--- src/rtl/core/mirfe_pkg.sv ---
// Shared constants, types and helper functions for the mouse input report front end.
// No dependencies; every other file in rtl/core imports this package.

package mirfe_pkg;

    // Number of debounced buttons and number of DPI presets.
    localparam int KEY_LANES        = 7;
    localparam int DPI_PRESET_COUNT = 5;

    // Fixed widths of the pin field and the configuration port.
    localparam int RAW_PIN_COUNT = 7;
    localparam int CFG_DATA_W    = 32;
    localparam int CFG_INDEX_W   = 1;

    // Button positions of the two DPI keys.
    localparam int BTN_DPI_UP   = 5;
    localparam int BTN_DPI_DOWN = 6;

    // The confirmed vector is padded to cover every pin position.
    localparam int CONF_W = (KEY_LANES > RAW_PIN_COUNT) ? KEY_LANES : RAW_PIN_COUNT;

    // Width of the internal preset index.
    localparam int IDX_W = (DPI_PRESET_COUNT > 2) ? $clog2(DPI_PRESET_COUNT) : 1;

    // Register indexes of the configuration port.
    localparam logic [CFG_INDEX_W-1:0] REG_DEBOUNCE_THRESHOLD = 1'b0;
    localparam logic [CFG_INDEX_W-1:0] REG_SUSPEND_TICKS      = 1'b1;

    // Reset values of the configuration registers.
    localparam logic [7:0]            DEBOUNCE_THRESHOLD_RST = 8'd5;
    localparam logic [CFG_DATA_W-1:0] SUSPEND_TICKS_RST      = 32'd60000;

    // Wheel step codes.
    localparam logic signed [1:0] WHEEL_NONE = 2'sb00;
    localparam logic signed [1:0] WHEEL_CCW  = 2'sb01;
    localparam logic signed [1:0] WHEEL_CW   = 2'sb11;

    // Resolution table in counts per inch.
    localparam int DPI_TABLE_LEN = 5;
    localparam logic [11:0] DPI_TABLE [DPI_TABLE_LEN] =
        '{12'd800, 12'd1200, 12'd1600, 12'd2400, 12'd3200};
    localparam logic [11:0] DPI_TOP_RES = 12'd3200;

    // DPI status handed from the preset stepper to the top level.
    typedef struct packed {
        logic [2:0]  index;
        logic [11:0] resolution;
        logic        changed;
    } dpi_res_t;

    function automatic logic [2:0] index_field(input logic [IDX_W-1:0] idx);
        logic [31:0] wide;
        wide = 32'(idx);
        return wide[2:0];
    endfunction

    function automatic logic [11:0] resolution_of(input logic [IDX_W-1:0] idx);
        logic [31:0] wide;
        wide = 32'(idx);
        if (wide < 32'(DPI_TABLE_LEN))
        begin
            return DPI_TABLE[wide[2:0]];
        end
        return DPI_TOP_RES;
    endfunction

endpackage

--- src/rtl/core/mouse_input_report_front_end.sv ---
// Top level of the mouse input report front end: input and result registers,
// configuration registers, report change detection and the idle counter.
// Depends on mirfe_pkg, mirfe_debounce, mirfe_wheel and mirfe_dpi.

// One input word is one poll tick of the pins and the sensor deltas; each
// accepted word yields exactly one result word, in order. The block has a
// two-stage path: a word is captured in an input register, and once it moves on,
// the debounce lanes, the wheel decoder, the DPI stepper and the idle
// counter evaluate it in a single combinational pass and load the result
// register, updating their state at that same edge. A new word is accepted
// every clock cycle while the result side is not stalled, so the sustained
// rate is one word per cycle; the single pass through the 32-bit idle
// increment and suspend compare sets the clock.
// Ready is withdrawn only when both registers hold words and the result
// side is stalled. Configuration writes (debounce_threshold at index 0,
// suspend_ticks at index 1) take effect at once and must be issued only
// while no word is in flight. After reset the first tick only loads the
// wheel phase, the DPI preset index starts at one (1200 counts per inch),
// and the suspend flag rises once suspend_ticks consecutive ticks pass
// without a report; the idle count saturates at all ones.

module mouse_input_report_front_end (
    input  logic                                clk,
    input  logic                                rst_n,
    // Configuration write port.
    input  logic                                cfg_we,
    input  logic [mirfe_pkg::CFG_INDEX_W-1:0]   cfg_index,
    input  logic [mirfe_pkg::CFG_DATA_W-1:0]    cfg_data,
    // Input channel.
    input  logic                                in_valid,
    output logic                                in_ready,
    input  logic [mirfe_pkg::RAW_PIN_COUNT-1:0] raw_buttons_n,
    input  logic                                wheel_phase_a,
    input  logic                                wheel_phase_b,
    input  logic                                motion_n,
    input  logic signed [15:0]                  sensor_dx,
    input  logic signed [15:0]                  sensor_dy,
    // Result channel.
    output logic                                out_valid,
    input  logic                                out_ready,
    output logic                                report_valid,
    output logic [4:0]                          report_buttons,
    output logic signed [15:0]                  report_dx,
    output logic signed [15:0]                  report_dy,
    output logic signed [1:0]                   report_wheel,
    output logic [2:0]                          dpi_index,
    output logic [11:0]                         dpi_resolution,
    output logic                                dpi_changed,
    output logic                                suspended
);
    import mirfe_pkg::*;

    // Configuration registers.
    logic [7:0]            threshold_reg;
    logic [CFG_DATA_W-1:0] suspend_ticks_reg;

    // Input register stage.
    logic                     s1_valid_reg;
    logic [RAW_PIN_COUNT-1:0] s1_raw_reg;
    logic                     s1_pha_reg;
    logic                     s1_phb_reg;
    logic                     s1_motion_n_reg;
    logic signed [15:0]       s1_dx_reg;
    logic signed [15:0]       s1_dy_reg;

    // Result register stage.
    logic               out_valid_reg;
    logic               rpt_valid_reg;
    logic [4:0]         rpt_buttons_reg;
    logic signed [15:0] rpt_dx_reg;
    logic signed [15:0] rpt_dy_reg;
    logic signed [1:0]  rpt_wheel_reg;
    dpi_res_t           dpi_reg;
    logic               suspended_reg;

    // Report tracking state.
    logic [4:0]            last_buttons_reg;
    logic [CFG_DATA_W-1:0] idle_reg;
    logic [CFG_DATA_W-1:0] idle_next;

    logic               advance;
    logic [CONF_W-1:0]  confirmed;
    logic signed [1:0]  wheel;
    dpi_res_t           dpi_res;
    logic [4:0]         buttons5;
    logic signed [15:0] dx_masked;
    logic signed [15:0] dy_masked;
    logic               valid_now;
    logic               suspended_now;

    // The input word moves into the result register whenever that register
    // is empty or being drained in the same cycle.
    assign advance  = s1_valid_reg && (!out_valid_reg || out_ready);
    assign in_ready = !s1_valid_reg || advance;

    always_ff @(posedge clk or negedge rst_n)
    begin
        if (!rst_n)
        begin
            threshold_reg     <= DEBOUNCE_THRESHOLD_RST;
            suspend_ticks_reg <= SUSPEND_TICKS_RST;
        end
        else if (cfg_we)
        begin
            case (cfg_index)
                REG_DEBOUNCE_THRESHOLD: threshold_reg     <= cfg_data[7:0];
                REG_SUSPEND_TICKS:      suspend_ticks_reg <= cfg_data;
                default:                threshold_reg     <= threshold_reg;
            endcase
        end
    end

    always_ff @(posedge clk or negedge rst_n)
    begin
        if (!rst_n)
        begin
            s1_valid_reg <= 1'b0;
        end
        else if (in_ready)
        begin
            s1_valid_reg <= in_valid;
        end
    end

    always_ff @(posedge clk)
    begin
        if (in_valid && in_ready)
        begin
            s1_raw_reg      <= raw_buttons_n;
            s1_pha_reg      <= wheel_phase_a;
            s1_phb_reg      <= wheel_phase_b;
            s1_motion_n_reg <= motion_n;
            s1_dx_reg       <= sensor_dx;
            s1_dy_reg       <= sensor_dy;
        end
    end

    mirfe_debounce u_debounce (
        .clk           (clk),
        .rst_n         (rst_n),
        .step          (advance),
        .threshold     (threshold_reg),
        .raw_buttons_n (s1_raw_reg),
        .confirmed     (confirmed)
    );

    mirfe_wheel u_wheel (
        .clk           (clk),
        .rst_n         (rst_n),
        .step          (advance),
        .wheel_phase_a (s1_pha_reg),
        .wheel_phase_b (s1_phb_reg),
        .wheel         (wheel)
    );

    mirfe_dpi u_dpi (
        .clk      (clk),
        .rst_n    (rst_n),
        .step     (advance),
        .dpi_up   (confirmed[BTN_DPI_UP]),
        .dpi_down (confirmed[BTN_DPI_DOWN]),
        .res      (dpi_res)
    );

    // Deltas only count when the sensor flags motion. A report goes out on
    // any wheel step, any button change or any nonzero delta.
    always_comb
    begin
        buttons5  = confirmed[4:0];
        dx_masked = s1_motion_n_reg ? 16'sd0 : s1_dx_reg;
        dy_masked = s1_motion_n_reg ? 16'sd0 : s1_dy_reg;
        valid_now = (wheel != WHEEL_NONE) || (buttons5 != last_buttons_reg)
                    || (dx_masked != 16'sd0) || (dy_masked != 16'sd0);
        if (valid_now)
        begin
            idle_next = '0;
        end
        else if (idle_reg != '1)
        begin
            idle_next = idle_reg + CFG_DATA_W'(1);
        end
        else
        begin
            idle_next = idle_reg;
        end
        suspended_now = (idle_next >= suspend_ticks_reg);
    end

    always_ff @(posedge clk or negedge rst_n)
    begin
        if (!rst_n)
        begin
            last_buttons_reg <= '0;
            idle_reg         <= '0;
            out_valid_reg    <= 1'b0;
        end
        else
        begin
            if (advance)
            begin
                last_buttons_reg <= buttons5;
                idle_reg         <= idle_next;
                out_valid_reg    <= 1'b1;
            end
            else if (out_ready)
            begin
                out_valid_reg <= 1'b0;
            end
        end
    end

    always_ff @(posedge clk)
    begin
        if (advance)
        begin
            rpt_valid_reg   <= valid_now;
            rpt_buttons_reg <= buttons5;
            rpt_dx_reg      <= dx_masked;
            rpt_dy_reg      <= dy_masked;
            rpt_wheel_reg   <= wheel;
            dpi_reg         <= dpi_res;
            suspended_reg   <= suspended_now;
        end
    end

    assign out_valid      = out_valid_reg;
    assign report_valid   = rpt_valid_reg;
    assign report_buttons = rpt_buttons_reg;
    assign report_dx      = rpt_dx_reg;
    assign report_dy      = rpt_dy_reg;
    assign report_wheel   = rpt_wheel_reg;
    assign dpi_index      = dpi_reg.index;
    assign dpi_resolution = dpi_reg.resolution;
    assign dpi_changed    = dpi_reg.changed;
    assign suspended      = suspended_reg;

`ifndef NO_ASSERTIONS
    // A report clears the idle count, so it cannot also flag suspend unless
    // the suspend threshold is zero.
    a_report_not_suspended: assert property (@(posedge clk) disable iff (!rst_n)
        (out_valid && report_valid && (suspend_ticks_reg != '0)) |-> !suspended)
        else $error("top: suspend flagged together with a report");

    // A wheel step alone must always raise the report flag.
    a_wheel_reports: assert property (@(posedge clk) disable iff (!rst_n)
        (out_valid && (report_wheel != WHEEL_NONE)) |-> report_valid)
        else $error("top: wheel step without report");

    // The wheel field only ever carries -1, 0 or +1.
    a_wheel_code: assert property (@(posedge clk) disable iff (!rst_n)
        out_valid |-> (report_wheel != 2'sb10))
        else $error("top: illegal wheel code");
`endif

endmodule

--- src/rtl/core/mirfe_debounce.sv ---
// Per-button saturating debounce counters and the confirmed button vector.
// Depends on mirfe_pkg.

module mirfe_debounce (
    input  logic                                clk,
    input  logic                                rst_n,
    input  logic                                step,
    input  logic [7:0]                          threshold,
    input  logic [mirfe_pkg::RAW_PIN_COUNT-1:0] raw_buttons_n,
    output logic [mirfe_pkg::CONF_W-1:0]        confirmed
);
    import mirfe_pkg::*;

    logic [7:0]           cnt_reg  [KEY_LANES];
    logic [7:0]           cnt_next [KEY_LANES];
    logic [KEY_LANES-1:0] conf_reg;
    logic [KEY_LANES-1:0] conf_next;
    logic [KEY_LANES-1:0] released;
    logic [CONF_W-1:0]    raw_ext;

    // Lanes without a pin read as released.
    always_comb
    begin
        raw_ext = '1;
        raw_ext[RAW_PIN_COUNT-1:0] = raw_buttons_n;
        released = raw_ext[KEY_LANES-1:0];
    end

    // One independent lane per button: a released sample clears at once,
    // pressed samples count up to the threshold and then confirm.
    always_comb
    begin
        for (int i = 0; i < KEY_LANES; i++)
        begin
            if (released[i])
            begin
                cnt_next[i]  = '0;
                conf_next[i] = 1'b0;
            end
            else
            begin
                cnt_next[i]  = (cnt_reg[i] < threshold) ? cnt_reg[i] + 8'd1 : cnt_reg[i];
                conf_next[i] = conf_reg[i] | (cnt_next[i] >= threshold);
            end
        end
    end

    always_comb
    begin
        confirmed = '0;
        confirmed[KEY_LANES-1:0] = conf_next;
    end

    always_ff @(posedge clk or negedge rst_n)
    begin
        if (!rst_n)
        begin
            for (int i = 0; i < KEY_LANES; i++)
            begin
                cnt_reg[i] <= '0;
            end
            conf_reg <= '0;
        end
        else if (step)
        begin
            for (int i = 0; i < KEY_LANES; i++)
            begin
                cnt_reg[i] <= cnt_next[i];
            end
            conf_reg <= conf_next;
        end
    end

`ifndef NO_ASSERTIONS
    // A button sampled as released can never be confirmed right after.
    a_released_not_confirmed: assert property (@(posedge clk) disable iff (!rst_n)
        step |=> ((conf_reg & $past(released)) == '0))
        else $error("debounce: released button left confirmed");
`endif

endmodule

--- src/rtl/core/mirfe_wheel.sv ---
// Quadrature wheel decoder: compares the stored phase pair with the new one.
// Depends on mirfe_pkg.

module mirfe_wheel (
    input  logic              clk,
    input  logic              rst_n,
    input  logic              step,
    input  logic              wheel_phase_a,
    input  logic              wheel_phase_b,
    output logic signed [1:0] wheel
);
    import mirfe_pkg::*;

    logic [1:0] phase_reg;
    logic       primed_reg;
    logic [1:0] phase;
    logic [3:0] trans;

    assign phase = {wheel_phase_a, wheel_phase_b};
    assign trans = {phase_reg, phase};

    // Clockwise runs 00 > 01 > 11 > 10 > 00; the reverse order is counter-clockwise.
    always_comb
    begin
        wheel = WHEEL_NONE;
        if (primed_reg)
        begin
            if (trans inside {4'h1, 4'h7, 4'hE, 4'h8})
            begin
                wheel = WHEEL_CW;
            end
            else if (trans inside {4'h2, 4'hB, 4'hD, 4'h4})
            begin
                wheel = WHEEL_CCW;
            end
        end
    end

    always_ff @(posedge clk or negedge rst_n)
    begin
        if (!rst_n)
        begin
            phase_reg  <= '0;
            primed_reg <= 1'b0;
        end
        else if (step)
        begin
            phase_reg  <= phase;
            primed_reg <= 1'b1;
        end
    end

`ifndef NO_ASSERTIONS
    // Before the first sample has been loaded no step may be reported.
    a_unprimed_quiet: assert property (@(posedge clk) disable iff (!rst_n)
        !primed_reg |-> (wheel == WHEEL_NONE))
        else $error("wheel: step reported before first phase sample");

    // Repeating the stored phase never produces a step.
    a_same_phase_quiet: assert property (@(posedge clk) disable iff (!rst_n)
        (phase == phase_reg) |-> (wheel == WHEEL_NONE))
        else $error("wheel: step reported without a phase change");
`endif

endmodule

--- src/rtl/core/mirfe_dpi.sv ---
// DPI preset stepper: edge detection on the confirmed DPI keys and a wrapping index.
// Depends on mirfe_pkg.

module mirfe_dpi (
    input  logic                clk,
    input  logic                rst_n,
    input  logic                step,
    input  logic                dpi_up,
    input  logic                dpi_down,
    output mirfe_pkg::dpi_res_t res
);
    import mirfe_pkg::*;

    localparam logic [IDX_W-1:0] IDX_LAST  = IDX_W'(DPI_PRESET_COUNT - 1);
    localparam logic [IDX_W-1:0] IDX_RESET = IDX_W'(1);

    logic [IDX_W-1:0] idx_reg;
    logic [IDX_W-1:0] idx_up;
    logic [IDX_W-1:0] idx_next;
    logic             up_prev_reg;
    logic             down_prev_reg;

    // Step up first, then step down, so both edges together cancel.
    always_comb
    begin
        idx_up = idx_reg;
        if (dpi_up && !up_prev_reg)
        begin
            idx_up = (idx_reg == IDX_LAST) ? '0 : idx_reg + IDX_W'(1);
        end
        idx_next = idx_up;
        if (dpi_down && !down_prev_reg)
        begin
            idx_next = (idx_up == '0) ? IDX_LAST : idx_up - IDX_W'(1);
        end
    end

    always_comb
    begin
        res.index      = index_field(idx_next);
        res.resolution = resolution_of(idx_next);
        res.changed    = (idx_next != idx_reg);
    end

    always_ff @(posedge clk or negedge rst_n)
    begin
        if (!rst_n)
        begin
            idx_reg       <= IDX_RESET;
            up_prev_reg   <= 1'b0;
            down_prev_reg <= 1'b0;
        end
        else if (step)
        begin
            idx_reg       <= idx_next;
            up_prev_reg   <= dpi_up;
            down_prev_reg <= dpi_down;
        end
    end

`ifndef NO_ASSERTIONS
    // The index stays inside the preset table.
    a_idx_in_range: assert property (@(posedge clk) disable iff (!rst_n)
        idx_reg <= IDX_LAST)
        else $error("dpi: preset index out of range");

    // Without a fresh key edge the index holds.
    a_no_edge_hold: assert property (@(posedge clk) disable iff (!rst_n)
        (step && !(dpi_up && !up_prev_reg) && !(dpi_down && !down_prev_reg))
        |=> (idx_reg == $past(idx_reg)))
        else $error("dpi: index moved without a key edge");
`endif

endmodule

--- config.mk ---
export PLATFORM = sky130hd
export DESIGN_NAME = mouse_input_report_front_end
export DESIGN_NICKNAME = d
export VERILOG_FILES = /design/src/rtl/core/mirfe_pkg.sv /design/src/rtl/core/mouse_input_report_front_end.sv /design/src/rtl/core/mirfe_debounce.sv /design/src/rtl/core/mirfe_wheel.sv /design/src/rtl/core/mirfe_dpi.sv
export SDC_FILE = /design/constraint.sdc
export NUM_CORES = 1
export LEC_CHECK = 0
export BUFFER_PORTS_ARGS = -buffer_cell sky130_fd_sc_hd__buf_2
export CORE_MARGIN = 10
export CORE_UTILIZATION = 45
export CTS_CLUSTER_DIAMETER = 60
export DETAILED_ROUTE_END_ITERATION = 8
export MAX_ROUTING_LAYER = met4
export PLACE_DENSITY = 0.73
export SLEW_MARGIN = 20
export SYNTH_ARGS = -nofsm -noshare
export SYNTH_HDL_FRONTEND = slang
export SYNTH_SLANG_ARGS = --single-unit
--- constraint.sdc ---
create_clock -name clk -period 8.6 [get_ports clk]
set_clock_uncertainty 0.05 [all_clocks]
set_input_delay 1.29 -clock clk [delete_from_list [all_inputs] [get_ports clk]]
set_output_delay 1.29 -clock clk [all_outputs]
set_load 0.01 [all_outputs]
# After elaboration in Yosys (flattened, before gate mapping)
# Memory sizes are Yosys's and may differ from the RTL's. A register that Yosys moved wholly into a read port is not among the register bits.
# Cells that the tools add are included.
[classes] addsub=10 order_cmp=16 n_eq_ne=12 muxes=35 bitwise=9 n_reduce_logical=23
[ops] cell="2-to-1 mux 8 bit" count=14
[ops] cell="2-to-1 mux 32 bit" count=2
[ops] cell="adder 8 x 1 -> 8 bit (second input constant)" count=7
[ops] cell=">= comparator 8 bit" count=7
[ops] cell="< comparator 8 bit" count=7
[ops] cell="adder 32 x 1 -> 32 bit (second input constant)" count=1
[ops] cell=">= comparator 32 bit" count=1
[ops] cell="2-to-1 mux 16 bit" count=2
[ops] cell="inequality test 32 bit (second input constant)" count=1
[ops] cell="nonzero test 16 bit" count=2
[ops] cell="equality test 4 bit (second input constant)" count=4
[ops] cell="2-to-1 mux 3 bit" count=4
[ops] cell="2-to-1 mux 1 bit" count=11
[ops] cell="equality test 4 x 3 -> 1 bit (second input constant)" count=2
[ops] cell="nonzero test 4 bit" count=2
[ops] cell="bitwise OR 1 bit" count=7
[ops] cell="logical NOT 1 bit" count=5
[ops] cell="logical OR 1 bit" count=5
[ops] cell="inequality test 5 bit" count=1
[ops] cell="equality test 4 x 1 -> 1 bit (second input constant)" count=1
[ops] cell="equality test 4 x 2 -> 1 bit (second input constant)" count=1
[ops] cell="logical AND 1 bit" count=4
[ops] cell="2-to-1 mux 2 bit" count=2
[ops] cell="inverter 3 -> 4 bit" count=1
[ops] cell="other kinds (9)" count=11
[word_totals] regBits=237 mem_bits_ro=96 input_bits=80 output_inout_bits=59 wordCells=139 mem_count=1
[mem_list] name="(name not given)" depth=8 word_bits=12 read_ports=1 rd_ports_with_merged_regs=1 wr=0 line="mirfe_pkg.sv:62" source="return DPI_TABLE[wide[2:0]];"

# Depth between registers and ports, before layout
[depth] depth_word=13 ltp_mapped=31 ltp_nobuf=29

# Cells and area by module
# A second synthesis with hierarchy kept.
[hier_totals] cells_unflattened=1449 area_unflattened_um2=15268.4
[by_module_without_submodules] mod="mouse_input_report_front_end" n_inst=1 cells_each=681 area_each_um2=8260.4 seq_area_each_um2=4961.0
[by_module_without_submodules] mod="mirfe_debounce" n_inst=1 cells_each=682 area_each_um2=6257.3 seq_area_each_um2=1576.5
[by_module_without_submodules] mod="mirfe_dpi" n_inst=1 cells_each=75 area_each_um2=608.1 seq_area_each_um2=126.4
[by_module_without_submodules] mod="mirfe_wheel" n_inst=1 cells_each=11 area_each_um2=142.6 seq_area_each_um2=75.1

# Least setup slack after synthesis
# Ideal clock, no wire load.
[synth_timing] kind="flip-flop to flip-flop" start="register threshold_reg[1]" end="register suspended_reg, in the netlist suspended, data pin" setup_ns=0.266 arrival_ns=5.949 t_required_ns=8.284 setup_slack_ns=2.335 path_stages_with_launch=30 path_buffers=2 synth_period_minus_slack_ns=6.265 cell_sequence="dfrtp_1 -> inv_1 -> ha_1 -> a21o_1 -> a21oi_1 -> o21ai_0 -> o41a_1 -> nand2b_1 -> or3_1 -> xnor2_1 -> ha_1 -> and3_1 -> a2111oi_0 -> o22ai_1 -> a211oi_2 -> o221a_1 -> and3_1 -> inv_2 -> clkbuf_1 -> clkbuf_1 -> nor2_1 -> ha_1 -> a21o_1 -> a21o_1 -> a21oi_1 -> nor2_1 -> a2111oi_0 -> o21ai_0 -> nor2_1 -> o41ai_1"
[synth_between] elab_chain_cells=11 word_cells_on_any_way=31 classes_between="11 x order compare; 1 x eq/ne; 11 x mux; 5 x bitwise; 3 x reduce/logical"
[synth_rtl] element="start: declaration" line="mouse_input_report_front_end.sv:54" source="logic [7:0] threshold_reg;"
[synth_rtl] element="start signal: assignment" line="mouse_input_report_front_end.sv:106" source="REG_DEBOUNCE_THRESHOLD: threshold_reg <= cfg_data[7:0];"
[synth_rtl] element="start signal: assignment" line="mouse_input_report_front_end.sv:108" source="default: threshold_reg <= threshold_reg;"
[synth_rtl] element="< comparator 8 bit" line="mirfe_debounce.sv:42" source="cnt_next[i] = (cnt_reg[i] < threshold) ? cnt_reg[i] + 8'd1 : cnt_reg[i];"
[synth_rtl] element="2-to-1 mux 8 bit" line="mirfe_debounce.sv:42"
[synth_rtl] element=">= comparator 8 bit" line="mirfe_debounce.sv:43" source="conf_next[i] = conf_reg[i] | (cnt_next[i] >= threshold);"
[synth_rtl] element="bitwise OR 1 bit" line="mirfe_debounce.sv:43"
[synth_rtl] element="2-to-1 mux 1 bit" line="mirfe_debounce.sv:35" source="if (released[i])"
[synth_rtl] element="inequality test 5 bit *" line="mouse_input_report_front_end.sv:172" source="valid_now = (wheel != WHEEL_NONE) || (buttons5 != last_buttons_reg)"
[synth_rtl] element="logical OR 1 bit *" line="mouse_input_report_front_end.sv:172"
[synth_rtl] element="logical OR 1 bit * (2 in a row)" line="mouse_input_report_front_end.sv:173" source="|| (dx_masked != 16'sd0) || (dy_masked != 16'sd0);"
[synth_rtl] element="2-to-1 mux 32 bit *" line="mouse_input_report_front_end.sv:174" source="if (valid_now)"
[synth_rtl] element="net idle_next[17]" line="mouse_input_report_front_end.sv:79" source="logic [CFG_DATA_W-1:0] idle_next;"
[synth_rtl] element=">= comparator 32 bit *" line="mouse_input_report_front_end.sv:186" source="suspended_now = (idle_next >= suspend_ticks_reg);"
[synth_rtl] element="net suspended_now" line="mouse_input_report_front_end.sv:89" source="logic suspended_now;"
[synth_rtl] element="end signal: assignment" line="mouse_input_report_front_end.sv:222" source="suspended_reg <= suspended_now;"
[synth_rtl] element="end: declaration" line="mouse_input_report_front_end.sv:74" source="logic suspended_reg;"
# Mark *: on every way through the listed nets, which the timed path passes. The rest lies on a longest branch.
# A chain may end at the register's enable or synchronous reset.

# Final worst setup path
# Same ends and word-level chain as after synthesis.

==> run summary <==
The unique cell type count in the Yosys netlist was 64. During synthesis, Yosys emitted a total of 0 warnings. Of all nets on the critical path, the largest fanout is 34.

The number of fillers in the final layout was 2,846; the post-CTS repair timing setup buffer count was 0. For this block, the initial DRC count from the detailed router was 581. In the routed design, unresolved DRC markers number 0. The tools report the clock latency reported for the late side of the worst-skew pair as 0.55 ns.

The tools report the endpoint kind of the worst setup timing path as a register. The smallest clock period supported by the final layout is computed as 7.22 ns. From bottom edge to top edge, the die measures 200 um. The post-synthesis cell count came out at 1,439.

The part of the Yosys area used for sequential elements is 0.442. The total leakage power is 7.49 nW. Setup repair after global routing left no endpoint under its margin. The via count of the first global-routing pass was 10.9k. In this run the clock root is driven by a sky130_fd_sc_hd__clkbuf_16.

The run finished with clean final reports. The highest cell delay on the worst timing path was 0.52 ns; the total of hold buffers inserted after clock tree synthesis was 0. Cell area after technology mapping: 14,600 um2. During I/O placement, the number of pins put on the boundary was 139. The tools report the final core area utilization as 0.520. The final standard cell count with taps included and fillers excluded came out at 1,982.

Final-report max-slew violation count: 0. The number of antenna violations at the first check in global routing was 1; the global-route wire length before repair was 55,400 um. The tool flagged a number of max-cap violations equal to 0. The area occupied by registers is 6440 um2. Entering global routing, the biggest net connects 106 pins.

Summing all multi-input logic gate instances after layout gives 7670 um2. For the area of the core, the log shows 31,700 um2. In this run the core area contains 65 standard-cell rows. CTS clock-pin slew for the worst setup and hold paths: 0.06 ns. The run gives 0.459 as the effective utilization at floorplan. The residual overflow from global routing is 0.

Launching element type of the critical path: a register. The setup path with the least slack is of type reg2reg. The logs give 6 for the first-pass detailed-route iteration total and 1,930 for the cell count after placement. Ratio of routed vias to standard cells: 5.52. The count of H-tree levels built during CTS came out at 1.

At the end of routability-driven placement, the weighted congestion stood at 0.870. The final setup TNS came out at 0 ns. The total clock buffers created by CTS was 27; the per-instance average area after synthesis was 10.1 um2. Number of nets in the layout: 1,789. The register with the most flip-flops in the layout has 56 of them.

The HPWL after detailed placement is 23,900 um. The run gives 10.9k as the total via count after detailed routing. Setup violations remaining at the end of the flow were counted as 0. Timing would allow up to 138 MHz. In this run the worst hold path is classified as reg2reg. The count of nets left with antenna violations once routing finished came out at 0. Counting flops with a built-in enable in the synthesized netlist gives 95. No sink is reached through more buffers than the 3 on the longest clock path. The total power per unit cell area was 238 nW/um2.

The run gives 0.272 as the worst-case headroom to the max-slew limit. The routed wire length is 34,000 um, and the peak supply drop is 183 uV. The routed length per placed instance came out at 17.1 um. For the worst setup path, the data required time is 8.83 ns. The gate family responsible for the most delay along the worst path is compound AO/OA/AOI/OAI gates. Sum of internal, switching and leakage power: 3.93 mW. The transition time at the pin with the least slew margin came out at 1.09 ns. In the synthesized netlist the dominant register cell turns out to be sky130_fd_sc_hd__dfrtp_1. The share of flip-flops with an asynchronous set or reset works out to 0.601. For the die outline area, the log shows 40,000 um2.

The quantity of gates resized following cts is 0, and the buffer and inverter count on the worst path is 4. The count of buffers added on input and output ports is 134. By instance count, the cell type seen most on the critical path is sky130_fd_sc_hd__a21oi_1. The library cells used most frequently in the layout, excluding fill and tap cells, are sky130_fd_sc_hd__ha_1 (151), sky130_fd_sc_hd__dfrtp_1 (133), sky130_fd_sc_hd__buf_2 (133).

After synthesis the netlist holds a flip-flop and latch count of 238. Compared with the post-synthesis result, the final layout area differs by 13.2%. Highest-delay cell along the critical path: sky130_fd_sc_hd__inv_1. Leaving out fill and tap cells, the most frequent cell in the layout is sky130_fd_sc_hd__ha_1. TritonCTS built the clock tree. The tools report the global-route usage over all layers as 0.172.

In this run the horizontal extent of the chip is 200 um. The number of sinks handled by clock tree synthesis came out at 238. Share of the clock period used by the worst path after layout: 0.840.

The share of cells above drive strength 1 is 0.160. Data on the critical path arrives at its endpoint at 7.45 ns. The total count of hold-check failures in the final report is 0.
[per-layer routing]
layer	global-route usage	wire length (um)	vias up
met2	0.293	17000	205
met5	-	0	-
met1	0.214	15200	5279
li1	-	-	5397
met3	0.0204	1080	57
met4	0.0474	772	0
[synth_stat cells, types with 7 or more instances]
library cell / instances / area [um2]
sky130_fd_sc_hd__ha_1: 151 / 1890
sky130_fd_sc_hd__dfrtp_1: 133 / 3330
sky130_fd_sc_hd__nor2_1: 125 / 469
sky130_fd_sc_hd__nand2_1: 111 / 417
sky130_fd_sc_hd__edfxtp_1: 95 / 2850
sky130_fd_sc_hd__o21ai_0: 95 / 475
sky130_fd_sc_hd__a21oi_1: 71 / 355
sky130_fd_sc_hd__inv_1: 60 / 225
sky130_fd_sc_hd__nor2b_1: 46 / 288
sky130_fd_sc_hd__xnor2_1: 46 / 403
sky130_fd_sc_hd__mux2_2: 43 / 484
sky130_fd_sc_hd__clkbuf_1: 42 / 158
sky130_fd_sc_hd__nand3_1: 41 / 205
sky130_fd_sc_hd__a21o_1: 37 / 278
sky130_fd_sc_hd__nor3_1: 37 / 185
sky130_fd_sc_hd__a22o_1: 35 / 307
sky130_fd_sc_hd__xor2_1: 35 / 307
sky130_fd_sc_hd__nand2b_1: 34 / 213
sky130_fd_sc_hd__mux2i_1: 26 / 260
sky130_fd_sc_hd__and3_1: 15 / 93.8
sky130_fd_sc_hd__and2_1: 13 / 81.3
sky130_fd_sc_hd__nand4_1: 12 / 75.1
sky130_fd_sc_hd__dfstp_2: 10 / 263
sky130_fd_sc_hd__nand4b_1: 10 / 87.6
sky130_fd_sc_hd__or2_2: 9 / 56.3
sky130_fd_sc_hd__buf_4: 7 / 52.6
sky130_fd_sc_hd__nor4_1: 7 / 43.8
sky130_fd_sc_hd__o41a_1: 7 / 78.8
[power by group]
part / leakage, nW / switching, mW / total, mW / internal [mW]
sequential: 2.76 / 0.213 / 1.61 / 1.39
combinational: 4.29 / 0.627 / 1.17 / 0.541
clock: 0.430 / 0.470 / 1.15 / 0.682
total: 7.49 / 1.31 / 3.93 / 2.62
[path summary, 6_finish.rpt]
check | start | endpoint | slack, ns | depth (start not counted)
setup / recovery | threshold_reg[1] | suspended | 1.38 | 31
hold / removal | u_wheel.primed_reg | u_wheel.primed_reg | 0.45 | 1
setup reg to reg | threshold_reg[1] | suspended | 1.38 | 31
hold reg to reg | u_wheel.primed_reg | u_wheel.primed_reg | 0.45 | 1
max in group asynchronous | rst_n | u_debounce.cnt_reg[35] | 6.49 | 2
min in group asynchronous | rst_n | suspend_ticks_reg[10] | 0.76 | 1
[cell families (layout without fill, tap and decap cells)]
| group | Yosys count | after routing | share of synthesized area |
|---|---|---|---|
| and+or+nand+nor | 486 | 486 | 0.166 |
| AOI/OAI and AO/OA | 295 | 295 | 0.129 |
| DFF | 238 | 238 | 0.442 |
| adders and majority gates | 151 | 151 | 0.130 |
| buffers and inverters | 118 | 255 | 0.0324 |
| xor gates and xnor gates | 81 | 81 | 0.0487 |
| muxes | 69 | 69 | 0.0511 |
| other | 1 | 5 | 0.000257 |
[cell type report]
cell class | count | area share
multi-input combinational | 1086 | 0.465
sequential | 238 | 0.391
antenna | 1 | 0.000152
timing repair buffer | 144 | 0.0461
tap | 402 | 0.0305
clock buffer | 37 | 0.0439
inverter | 61 | 0.0140
clock inverter | 13 | 0.00956
[stage by stage]
stage / area [um2] / hold WS (ns) / worst slack [ns]
3_5_place_dp: 15600 / 0.430 / 1.39
2_1_floorplan: 14600 / 0.399 / 2.33
5_1_grt: 16500 / 0.471 / 0.792
6_report: 16500 / 0.446 / 1.38
4_1_cts: 16500 / 0.445 / 1.41
3_3_place_gp: 15600 / 0.417 / 1.60
Note: power is estimated with default switching activity, not from simulation.
